`config.mk`:
```
export PLATFORM = sky130hd
export DESIGN_NAME = sha1_message_digest
export DESIGN_NICKNAME = d
export VERILOG_FILES = /design/src/rtl/sha1md_pkg.sv /design/src/rtl/sha1md_sched.sv /design/src/rtl/sha1md_core.sv /design/src/rtl/sha1md_ctrl.sv /design/src/rtl/sha1_message_digest.sv
export VERILOG_INCLUDE_DIRS = /design/src /design/src/rtl
export SDC_FILE = /design/constraint.sdc
export NUM_CORES = 2
export LEC_CHECK = 0
export ABC_AREA = 1
export BUFFER_PORTS_ARGS = -buffer_cell sky130_fd_sc_hd__buf_2
export CAP_MARGIN = 10
export CORE_MARGIN = 4
export CORE_UTILIZATION = 65
export DETAILED_ROUTE_END_ITERATION = 12
export PLACE_DENSITY = 0.87
export RECOVER_POWER = 25
export SLEW_MARGIN = 0
export SYNTH_ARGS = -nofsm -noshare
export SYNTH_HDL_FRONTEND = slang
export SYNTH_SLANG_ARGS = --single-unit
```
`constraint.sdc`:
```
create_clock -name clk -period 17.5 [get_ports clk]
set_input_delay 0 -clock clk [delete_from_list [all_inputs] [get_ports clk]]
set_output_delay 0 -clock clk [all_outputs]
set_load 0.05 [all_outputs]
```
`src/rtl/sha1_message_digest_assert.svh`:
```
// Assertion macros for the SHA-1 digest block.
`ifndef SHA1_MESSAGE_DIGEST_ASSERT_SVH
`define SHA1_MESSAGE_DIGEST_ASSERT_SVH

// Check a condition at every clock edge outside reset.
`define SHA1MD_CHECK(name, cond, msg) \
  name: assert property (@(posedge clk) disable iff (rst) (cond)) else $error(msg);

// Check that a condition holds in the cycle after a trigger.
`define SHA1MD_CHECK_NEXT(name, trig, cons, msg) \
  name: assert property (@(posedge clk) disable iff (rst) (trig) |=> (cons)) else $error(msg);

`endif

```
`src/rtl/sha1md_pkg.sv`:
```
`default_nettype none

package sha1md_pkg;

  localparam int WORDS = 5;

  localparam logic [31:0] IV [WORDS] = '{
    32'h67452301, 32'hEFCDAB89, 32'h98BADCFE, 32'h10325476, 32'hC3D2E1F0
  };

  localparam logic [31:0] K0 = 32'h5A827999;
  localparam logic [31:0] K1 = 32'h6ED9EBA1;
  localparam logic [31:0] K2 = 32'h8F1BBCDC;
  localparam logic [31:0] K3 = 32'hCA62C1D6;

  localparam logic [7:0] PAD_MARK = 8'h80;
  localparam logic [7:0] PAD_ZERO = 8'h00;

  localparam logic [5:0] FILL_LEN  = 6'd56;
  localparam logic [5:0] FILL_FULL = 6'd63;

  localparam logic [6:0] ROUND_P1   = 7'd20;
  localparam logic [6:0] ROUND_P2   = 7'd40;
  localparam logic [6:0] ROUND_P3   = 7'd60;
  localparam logic [6:0] ROUND_LAST = 7'd79;

  localparam logic [2:0] LAST_IDX = 3'd4;

  typedef enum logic [2:0] {
    ST_IDLE,
    ST_MARK,
    ST_ZERO,
    ST_LEN,
    ST_ROUND,
    ST_FOLD,
    ST_OUT
  } state_t;

  typedef struct packed {
    logic start;
    logic step;
    logic fold;
    logic init;
  } core_ctl_t;

  typedef struct packed {
    logic       shift_byte;
    logic [7:0] byte_val;
    logic       shift_word;
  } sched_ctl_t;

endpackage

`default_nettype wire

```
`src/rtl/sha1md_sched.sv`:
```
`default_nettype none

module sha1md_sched (
  input  wire logic                  clk,
  input  wire sha1md_pkg::sched_ctl_t ctl,
  output logic [31:0]                w_cur
);

  logic [511:0] win;
  logic [31:0]  mix;
  logic [31:0]  w_new;

  assign w_cur = win[511:480];
  assign mix   = win[511:480] ^ win[447:416] ^ win[255:224] ^ win[95:64];
  assign w_new = {mix[30:0], mix[31]};

  always_ff @(posedge clk) begin
    if (ctl.shift_byte) begin
      win <= {win[503:0], ctl.byte_val};
    end else if (ctl.shift_word) begin
      win <= {win[479:0], w_new};
    end
  end

endmodule

`default_nettype wire

```
`src/rtl/sha1md_core.sv`:
```
`default_nettype none

module sha1md_core (
  input  wire logic                 clk,
  input  wire logic                 rst,
  input  wire sha1md_pkg::core_ctl_t ctl,
  input  wire logic [31:0]          w_cur,
  output logic                      round_last,
  output logic [31:0]               chain [sha1md_pkg::WORDS]
);

  logic [31:0] a, b, c, d, e;
  logic [6:0]  cnt;
  logic [31:0] f, k, t;

  assign round_last = (cnt == sha1md_pkg::ROUND_LAST);

  always_comb begin
    if (cnt < sha1md_pkg::ROUND_P1) begin
      f = d ^ (b & (c ^ d));
      k = sha1md_pkg::K0;
    end else if (cnt < sha1md_pkg::ROUND_P2) begin
      f = b ^ c ^ d;
      k = sha1md_pkg::K1;
    end else if (cnt < sha1md_pkg::ROUND_P3) begin
      f = (b & c) | (d & (b | c));
      k = sha1md_pkg::K2;
    end else begin
      f = b ^ c ^ d;
      k = sha1md_pkg::K3;
    end
    t = {a[26:0], a[31:27]} + f + e + k + w_cur;
  end

  always_ff @(posedge clk) begin
    if (rst) begin
      chain <= sha1md_pkg::IV;
      cnt   <= '0;
    end else begin
      if (ctl.init) begin
        chain <= sha1md_pkg::IV;
      end else if (ctl.fold) begin
        chain[0] <= chain[0] + a;
        chain[1] <= chain[1] + b;
        chain[2] <= chain[2] + c;
        chain[3] <= chain[3] + d;
        chain[4] <= chain[4] + e;
      end
      if (ctl.start) begin
        cnt <= '0;
      end else if (ctl.step) begin
        cnt <= cnt + 7'd1;
      end
    end
  end

  always_ff @(posedge clk) begin
    if (ctl.start) begin
      a <= chain[0];
      b <= chain[1];
      c <= chain[2];
      d <= chain[3];
      e <= chain[4];
    end else if (ctl.step) begin
      e <= d;
      d <= c;
      c <= {b[1:0], b[31:2]};
      b <= a;
      a <= t;
    end
  end

endmodule

`default_nettype wire

```
`src/rtl/sha1md_ctrl.sv`:
```
`default_nettype none

module sha1md_ctrl (
  input  wire logic                   clk,
  input  wire logic                   rst,
  input  wire logic                   in_valid,
  output logic                        in_ready,
  input  wire logic [7:0]             data_byte,
  input  wire logic                   has_byte,
  input  wire logic                   is_last,
  output logic                        out_valid,
  input  wire logic                   out_ready,
  output logic [2:0]                  out_idx,
  input  wire logic                   round_last,
  output sha1md_pkg::core_ctl_t       core_ctl,
  output sha1md_pkg::sched_ctl_t      sched_ctl
);

  sha1md_pkg::state_t state, state_next;
  sha1md_pkg::state_t ret, ret_next;
  logic [5:0]  fill;
  logic [60:0] byte_count;
  logic [63:0] bit_len;
  logic        shift;
  logic        full;
  logic        msg_byte;
  logic        out_done;

  assign bit_len  = {byte_count, 3'b000};
  assign msg_byte = (state == sha1md_pkg::ST_IDLE) && in_valid && has_byte;
  assign out_done = (state == sha1md_pkg::ST_OUT) && out_ready &&
                    (out_idx == sha1md_pkg::LAST_IDX);

  // next state
  always_comb begin
    state_next = state;
    ret_next   = ret;
    unique case (state)
      sha1md_pkg::ST_IDLE: begin
        if (in_valid) begin
          if (full) begin
            state_next = sha1md_pkg::ST_ROUND;
            ret_next   = is_last ? sha1md_pkg::ST_MARK : sha1md_pkg::ST_IDLE;
          end else if (is_last) begin
            state_next = sha1md_pkg::ST_MARK;
          end
        end
      end
      sha1md_pkg::ST_MARK: begin
        if (full) begin
          state_next = sha1md_pkg::ST_ROUND;
          ret_next   = sha1md_pkg::ST_ZERO;
        end else begin
          state_next = sha1md_pkg::ST_ZERO;
        end
      end
      sha1md_pkg::ST_ZERO: begin
        if (fill == sha1md_pkg::FILL_LEN) begin
          state_next = sha1md_pkg::ST_LEN;
        end else if (full) begin
          state_next = sha1md_pkg::ST_ROUND;
          ret_next   = sha1md_pkg::ST_ZERO;
        end
      end
      sha1md_pkg::ST_LEN: begin
        if (full) begin
          state_next = sha1md_pkg::ST_ROUND;
          ret_next   = sha1md_pkg::ST_OUT;
        end
      end
      sha1md_pkg::ST_ROUND: begin
        if (round_last) begin
          state_next = sha1md_pkg::ST_FOLD;
        end
      end
      sha1md_pkg::ST_FOLD: begin
        state_next = ret;
      end
      sha1md_pkg::ST_OUT: begin
        if (out_done) begin
          state_next = sha1md_pkg::ST_IDLE;
        end
      end
      default: begin
        state_next = sha1md_pkg::ST_IDLE;
      end
    endcase
  end

  // outputs
  always_comb begin
    in_ready  = (state == sha1md_pkg::ST_IDLE);
    out_valid = (state == sha1md_pkg::ST_OUT);
    shift     = 1'b0;
    sched_ctl = '0;
    unique case (state)
      sha1md_pkg::ST_IDLE: begin
        shift              = msg_byte;
        sched_ctl.byte_val = data_byte;
      end
      sha1md_pkg::ST_MARK: begin
        shift              = 1'b1;
        sched_ctl.byte_val = sha1md_pkg::PAD_MARK;
      end
      sha1md_pkg::ST_ZERO: begin
        shift              = (fill != sha1md_pkg::FILL_LEN);
        sched_ctl.byte_val = sha1md_pkg::PAD_ZERO;
      end
      sha1md_pkg::ST_LEN: begin
        shift              = 1'b1;
        sched_ctl.byte_val = bit_len[{~fill[2:0], 3'b000} +: 8];
      end
      sha1md_pkg::ST_ROUND: begin
        sched_ctl.shift_word = 1'b1;
      end
      default: begin
        shift = 1'b0;
      end
    endcase
    sched_ctl.shift_byte = shift;
    full          = shift && (fill == sha1md_pkg::FILL_FULL);
    core_ctl.start = full;
    core_ctl.step  = (state == sha1md_pkg::ST_ROUND);
    core_ctl.fold  = (state == sha1md_pkg::ST_FOLD);
    core_ctl.init  = out_done;
  end

  always_ff @(posedge clk) begin
    if (rst) begin
      state      <= sha1md_pkg::ST_IDLE;
      ret        <= sha1md_pkg::ST_IDLE;
      fill       <= '0;
      byte_count <= '0;
      out_idx    <= '0;
    end else begin
      state <= state_next;
      ret   <= ret_next;
      if (out_done) begin
        fill       <= '0;
        byte_count <= '0;
        out_idx    <= '0;
      end else begin
        if (shift) begin
          fill <= fill + 6'd1;
        end
        if (msg_byte) begin
          byte_count <= byte_count + 61'd1;
        end
        if (out_valid && out_ready) begin
          out_idx <= out_idx + 3'd1;
        end
      end
    end
  end

endmodule

`default_nettype wire

```
`src/rtl/sha1_message_digest.sv`:
```
// Channel   Group    tdata              tuser           tlast
// input     s_axis   [7:0] data_byte    has_byte        is_last
// output    m_axis   [31:0] digest_word [2:0] word_index last_word
//
// A byte that does not complete a 64-byte block is only shifted in; one that
// completes it runs load, 80 rounds of the shared round unit and fold, with
// no input taken meanwhile. A last item adds the padding bytes, an empty
// step before the length bytes, rounds and fold of each padded block (one or
// two), then holds for five output transfers; no input is taken until then.
// Reset loads the initial vector and clears the counts; no clearing pass.
`default_nettype none

`include "sha1_message_digest_assert.svh"

module sha1_message_digest (
  input  wire logic        clk,
  input  wire logic        rst,
  input  wire logic        s_axis_tvalid,
  output logic             s_axis_tready,
  input  wire logic [7:0]  s_axis_tdata,   // [7:0] data_byte
  input  wire logic        s_axis_tuser,   // [0] has_byte
  input  wire logic        s_axis_tlast,
  output logic             m_axis_tvalid,
  input  wire logic        m_axis_tready,
  output logic [31:0]      m_axis_tdata,   // [31:0] digest_word
  output logic [2:0]       m_axis_tuser,   // [2:0] word_index
  output logic             m_axis_tlast
);

  sha1md_pkg::core_ctl_t  core_ctl;
  sha1md_pkg::sched_ctl_t sched_ctl;
  logic [31:0] w_cur;
  logic        round_last;
  logic [31:0] chain [sha1md_pkg::WORDS];
  logic [2:0]  out_idx;

  sha1md_ctrl u_ctrl (
    .clk        (clk),
    .rst        (rst),
    .in_valid   (s_axis_tvalid),
    .in_ready   (s_axis_tready),
    .data_byte  (s_axis_tdata),
    .has_byte   (s_axis_tuser),
    .is_last    (s_axis_tlast),
    .out_valid  (m_axis_tvalid),
    .out_ready  (m_axis_tready),
    .out_idx    (out_idx),
    .round_last (round_last),
    .core_ctl   (core_ctl),
    .sched_ctl  (sched_ctl)
  );

  sha1md_sched u_sched (
    .clk   (clk),
    .ctl   (sched_ctl),
    .w_cur (w_cur)
  );

  sha1md_core u_core (
    .clk        (clk),
    .rst        (rst),
    .ctl        (core_ctl),
    .w_cur      (w_cur),
    .round_last (round_last),
    .chain      (chain)
  );

  always_comb begin
    case (out_idx)
      3'd0:    m_axis_tdata = chain[0];
      3'd1:    m_axis_tdata = chain[1];
      3'd2:    m_axis_tdata = chain[2];
      3'd3:    m_axis_tdata = chain[3];
      default: m_axis_tdata = chain[4];
    endcase
  end

  assign m_axis_tuser = out_idx;
  assign m_axis_tlast = (out_idx == sha1md_pkg::LAST_IDX);

  `SHA1MD_CHECK(a_side_excl, !(s_axis_tready && m_axis_tvalid), "input and output both open")
  `SHA1MD_CHECK(a_ctl_onehot, $onehot0(core_ctl), "core controls overlap")
  `SHA1MD_CHECK(a_idx_range, !m_axis_tvalid || (out_idx <= sha1md_pkg::LAST_IDX), "word index out of range")
  `SHA1MD_CHECK_NEXT(a_done_ready, m_axis_tvalid && m_axis_tready && m_axis_tlast, s_axis_tready && !m_axis_tvalid, "no return to idle after digest")

endmodule

`default_nettype wire

```
==> impl_metrics.yaml <==
critical_path:
  setup.worst_path.end_class: "register"
  critPathSlowestCell: "sky130_fd_sc_hd__nand2_1"
  crit_path_max_incr_delay_ns: 3.33
  rr_worst_depth: 8
  critical-path-top-cell-by-count: "sky130_fd_sc_hd__nand2_1"
  ordered_list_of_cells_on_the_worst_path: "inv_1, nor3_1, nand2_1, nand2_1, clkbuf_1, a21oi_1, nand2_1, inv_1"
  r2r_start: "u_ctrl.state[2]$_SDFFE_PP0P_"
  setup.worst_path.start_class: "register"
  setup_slack_reg_to_reg_ns: 8.12
  critPathRequiredTime_ns: 18.09
  r2r-end: "u_core.chain[156]$_SDFFE_PP0N_"
  worstSetupPathType: "reg -> reg"
  crit_start: "u_ctrl.state[2]$_SDFFE_PP0P_"
  crit_path_max_fo: 102
  critical_path.endpoint: "u_core.chain[156]$_SDFFE_PP0N_"
  cp_data_arrival_time_ns: 9.98
drt:
  wl_per_cell_um: 23.0
  dr.first_iter.drc_count: 7286
  drc: 0
  detail_route.first_pass.iterations: 6
  route.antenna.remaining_nets: 0
  drt-vias-per-instance: 6.11
  via_count: 53000
  wl_mm: 199
logic_synthesis:
  ys_top_cells_by_count: "sky130_fd_sc_hd__nand2_1 (2909), sky130_fd_sc_hd__inv_1 (860), sky130_fd_sc_hd__edfxtp_1 (672)"
  per_instance_average_area_after_synthesis_um2: 7.68
  ys_top_cells_by_area: "sky130_fd_sc_hd__edfxtp_1 (35%), sky130_fd_sc_hd__nand2_1 (19%), sky130_fd_sc_hd__dfxtp_1 (8.5%), sky130_fd_sc_hd__inv_1 (5.6%), sky130_fd_sc_hd__ha_1 (4.5%)"
  synthArstFlopShare_pct: 0
  post_synth_inst_count: 7479
  synth_seq_cells: 915
  synthDominantCellAreaShare_pct: 35.2
  synth_top_flop_cell: "sky130_fd_sc_hd__edfxtp_1"
  synthDistinctLibCells: 53
  post-synth-top-area-cell: "sky130_fd_sc_hd__edfxtp_1"
  synthesis.yosys.warnings: 0
  synth.most_common_cell: "sky130_fd_sc_hd__nand2_1"
  synth_edf_count: 672
  postSynthNetCount: 7818
  syn-cell-area_mm2: 0.0574
  synth.yosys.seq_area_share_pct: 43.6
layout:
  finalNetCount: 7766
  num-fill-cells: 6855
  layout_overhead_on_the_synthesized_area_pct: 7.27
  layout-drive-gt1-share_pct: 3.14
  final_area_mm2: 0.0616
  final_core_util_pct: 70.6
  multi_input_area_mm2: 0.0279
  layout.area.seq_mm2: 0.0250
job:
  timing.max_cap.violations: 8
run_status:
  violations_in_the_final_reports: "capacitance limit, slew limit"
  outcome: "finished, violations left"
floorplanning:
  die_height_um: 305
  fp.dieArea_mm2: 0.0931
  initial_core_util_pct: 65.9
  io_pins: 52
  placement_rows: 108
  chipWidth_um: 305
  core_ar_mm2: 0.0872
timing:
  max_freq_mhz: 107
  worst_slew_pin_slew_ns: 4.73
  grt_setup_unrepaired: "false"
  drv_slew: 604
  final-hold-violation-count: 0
  final_min_period_over_clock_period_pct: 53.6
  fin_crit_ns: 9.38
  tns_ns: 0
  setup_viol: 0
  fin_skew_ns: 0.0295
  timing.slew.headroom_pct: -216
power_and_ir_drop:
  cellLeakagePower_uw: 0.0276
  power.density_cell_area_mw_per_mm2: 141
  worst_ir_drop_vdd_uv: 186
clocking:
  ctsLongestPathBuffers: 3
  clock_insertion_delay_worst_skew_ns: 0.71
  cts-htree-levels: 3
  clock_sinks: 915
  cts_tree: "yes"
  cts_hold_repair.buffers: 15
  cts_repair_resize_count: 0
  clk_pin_slew_worst_paths_ns: 0.06
  cts-buffers-inserted: 97
  cts_root_buffer: "sky130_fd_sc_hd__clkbuf_16"
  post_cts_buffers: 0
min_path:
  worstHoldPathType: "in -> reg"
  holdCritStartpoint: "s_axis_tvalid"
place:
  port_buffers: 51
  globalplace.congestion: 1.10
  postPlaceCellArea_mm2: 0.0583
  hpwlAfterDp_mm: 147
grt:
  global_route.usage.total_pct: 41.7
  wire_length_of_the_first_global_routing_pass_mm: 298
  grt_remaining_overflow: 0
  antenna_found_initial: 13
  first_global_vias: 50400
  pin_count_of_the_biggest_net_entering_global_routing: 212
==> cell families (layout without fill, tap and decap cells) <==
family	Yosys count	after routing	synth area share (%)
adder cells (fa/ha/maj)	325	325	8.64
flip-flops	915	915	43.6
multiplexers	1	1	0.0174
buffers and inverters	1119	1152	7.70
other	0	6	0
AO/OA/AOI/OAI	1081	1081	10.3
AND/OR/NAND/NOR	3859	3859	26.9
XOR/XNOR	179	179	2.73
==> critical path: cells and delay by family (launching register included) <==
family / cells / cell delay [ns]
AO/OA/AOI/OAI: 1 / 0.26
buffers and inverters: 3 / 3.45
flip-flops: 1 / 0.47
AND/OR/NAND/NOR: 4 / 4.87
==> metal layers <==
metal | vias to the layer above | part of all wire [%] | global-route usage [%]
li1 | 24300 | - | -
met3 | 742 | 12 | 11.0
met4 | 12 | 7.6 | 25.6
met5 | - | 0.041 | 0
met2 | 3388 | 44 | 64.1
met1 | 24600 | 37 | 53.2
==> stage by stage <==
step           hold WS [ns]  setup WS, ns  cells  power [uW]
6_report             0.0327          8.12   8673        8660
5_1_grt              0.0422          7.81   8667        9120
3_5_place_dp          0.260         11.38   8468        6380
2_1_floorplan        0.0691          4.13   7479        5710
3_3_place_gp          0.258         11.44   8468        6280
4_1_cts             0.00515         11.38   8667        8570
==> area by class of cell <==
type / count / area share, %
multi-input cells: 5445 / 45.4
flip-flops and latches: 915 / 40.7
inverters: 873 / 5.35
clock buffers: 121 / 4.17
well taps: 1155 / 2.35
clock inverters: 63 / 1.11
repair buffers: 95 / 0.947
diodes: 6 / 0.0244
==> registers in the layout (all words and copies together) (netlist names), 6 cells and up <==
signal             count
u_sched.win          512
u_core.chain         160
u_ctrl.byte_count     61
u_core.a              32
u_core.b              32
u_core.c              32
u_core.d              32
u_core.e              32
u_core.cnt             7
u_ctrl.fill            6
==> power by group <==
part / switching, uW / internal, uW
sequential: 419 / 3200
combinational: 1950 / 954
clock: 944 / 1200
total: 3310 / 5350
==> placed cells by master, fill, tap and decap left out, types with 7 or more instances in the layout <==
cell type | Yosys | final
sky130_fd_sc_hd__o21bai_1 | 38 | 38
sky130_fd_sc_hd__a21oi_1 | 450 | 450
sky130_fd_sc_hd__o21ai_0 | 407 | 408
sky130_fd_sc_hd__o21a_1 | 9 | 9
sky130_fd_sc_hd__dfxtp_1 | 243 | 243
sky130_fd_sc_hd__nand2_1 | 2909 | 2909
sky130_fd_sc_hd__a211oi_1 | 8 | 8
sky130_fd_sc_hd__o221ai_1 | 18 | 18
sky130_fd_sc_hd__xnor2_1 | 106 | 106
sky130_fd_sc_hd__clkinvlp_4 | 0 | 10
sky130_fd_sc_hd__clkbuf_1 | 79 | 61
sky130_fd_sc_hd__fa_1 | 119 | 119
sky130_fd_sc_hd__o21ai_1 | 20 | 19
sky130_fd_sc_hd__a221oi_1 | 38 | 38
sky130_fd_sc_hd__clkinv_1 | 2 | 15
sky130_fd_sc_hd__edfxtp_1 | 672 | 672
sky130_fd_sc_hd__buf_4 | 1 | 22
sky130_fd_sc_hd__inv_6 | 0 | 7
sky130_fd_sc_hd__buf_2 | 159 | 14
sky130_fd_sc_hd__clkbuf_16 | 0 | 97
sky130_fd_sc_hd__xor2_1 | 73 | 73
sky130_fd_sc_hd__clkinv_2 | 0 | 17
sky130_fd_sc_hd__ha_1 | 206 | 206
sky130_fd_sc_hd__nor2_1 | 426 | 424
sky130_fd_sc_hd__o211ai_1 | 23 | 23
sky130_fd_sc_hd__a31oi_1 | 13 | 13
sky130_fd_sc_hd__o22ai_1 | 37 | 37
sky130_fd_sc_hd__inv_1 | 860 | 862
sky130_fd_sc_hd__or2_2 | 13 | 13
sky130_fd_sc_hd__dlygate4sd3_1 | 0 | 15
sky130_fd_sc_hd__a21o_1 | 10 | 10
sky130_fd_sc_hd__nand4_1 | 67 | 67
sky130_fd_sc_hd__bufinv_16 | 0 | 10
sky130_fd_sc_hd__nand3b_1 | 20 | 20
sky130_fd_sc_hd__nand3_1 | 308 | 309
sky130_fd_sc_hd__nor4_1 | 14 | 13
sky130_fd_sc_hd__nor3_1 | 67 | 68
==> worst min path at each step <==
stage | end | slack (ns) | cells after the start
5_1_grt | u_ctrl.byte_count[0]$_SDFFE_PP0P_ | 0.04 | 3
3_5_place_dp | u_ctrl.state[2]$_SDFFE_PP0P_ | 0.26 | 2
2_1_floorplan | u_ctrl.state[2]$_SDFFE_PP0P_ | 0.07 | 1
3_3_place_gp | u_ctrl.state[2]$_SDFFE_PP0P_ | 0.26 | 2
4_1_cts | u_ctrl.byte_count[0]$_SDFFE_PP0P_ | 0.005 | 3
6_report | u_ctrl.byte_count[0]$_SDFFE_PP0P_ | 0.03 | 3
(Power assumes the default switching activity.)
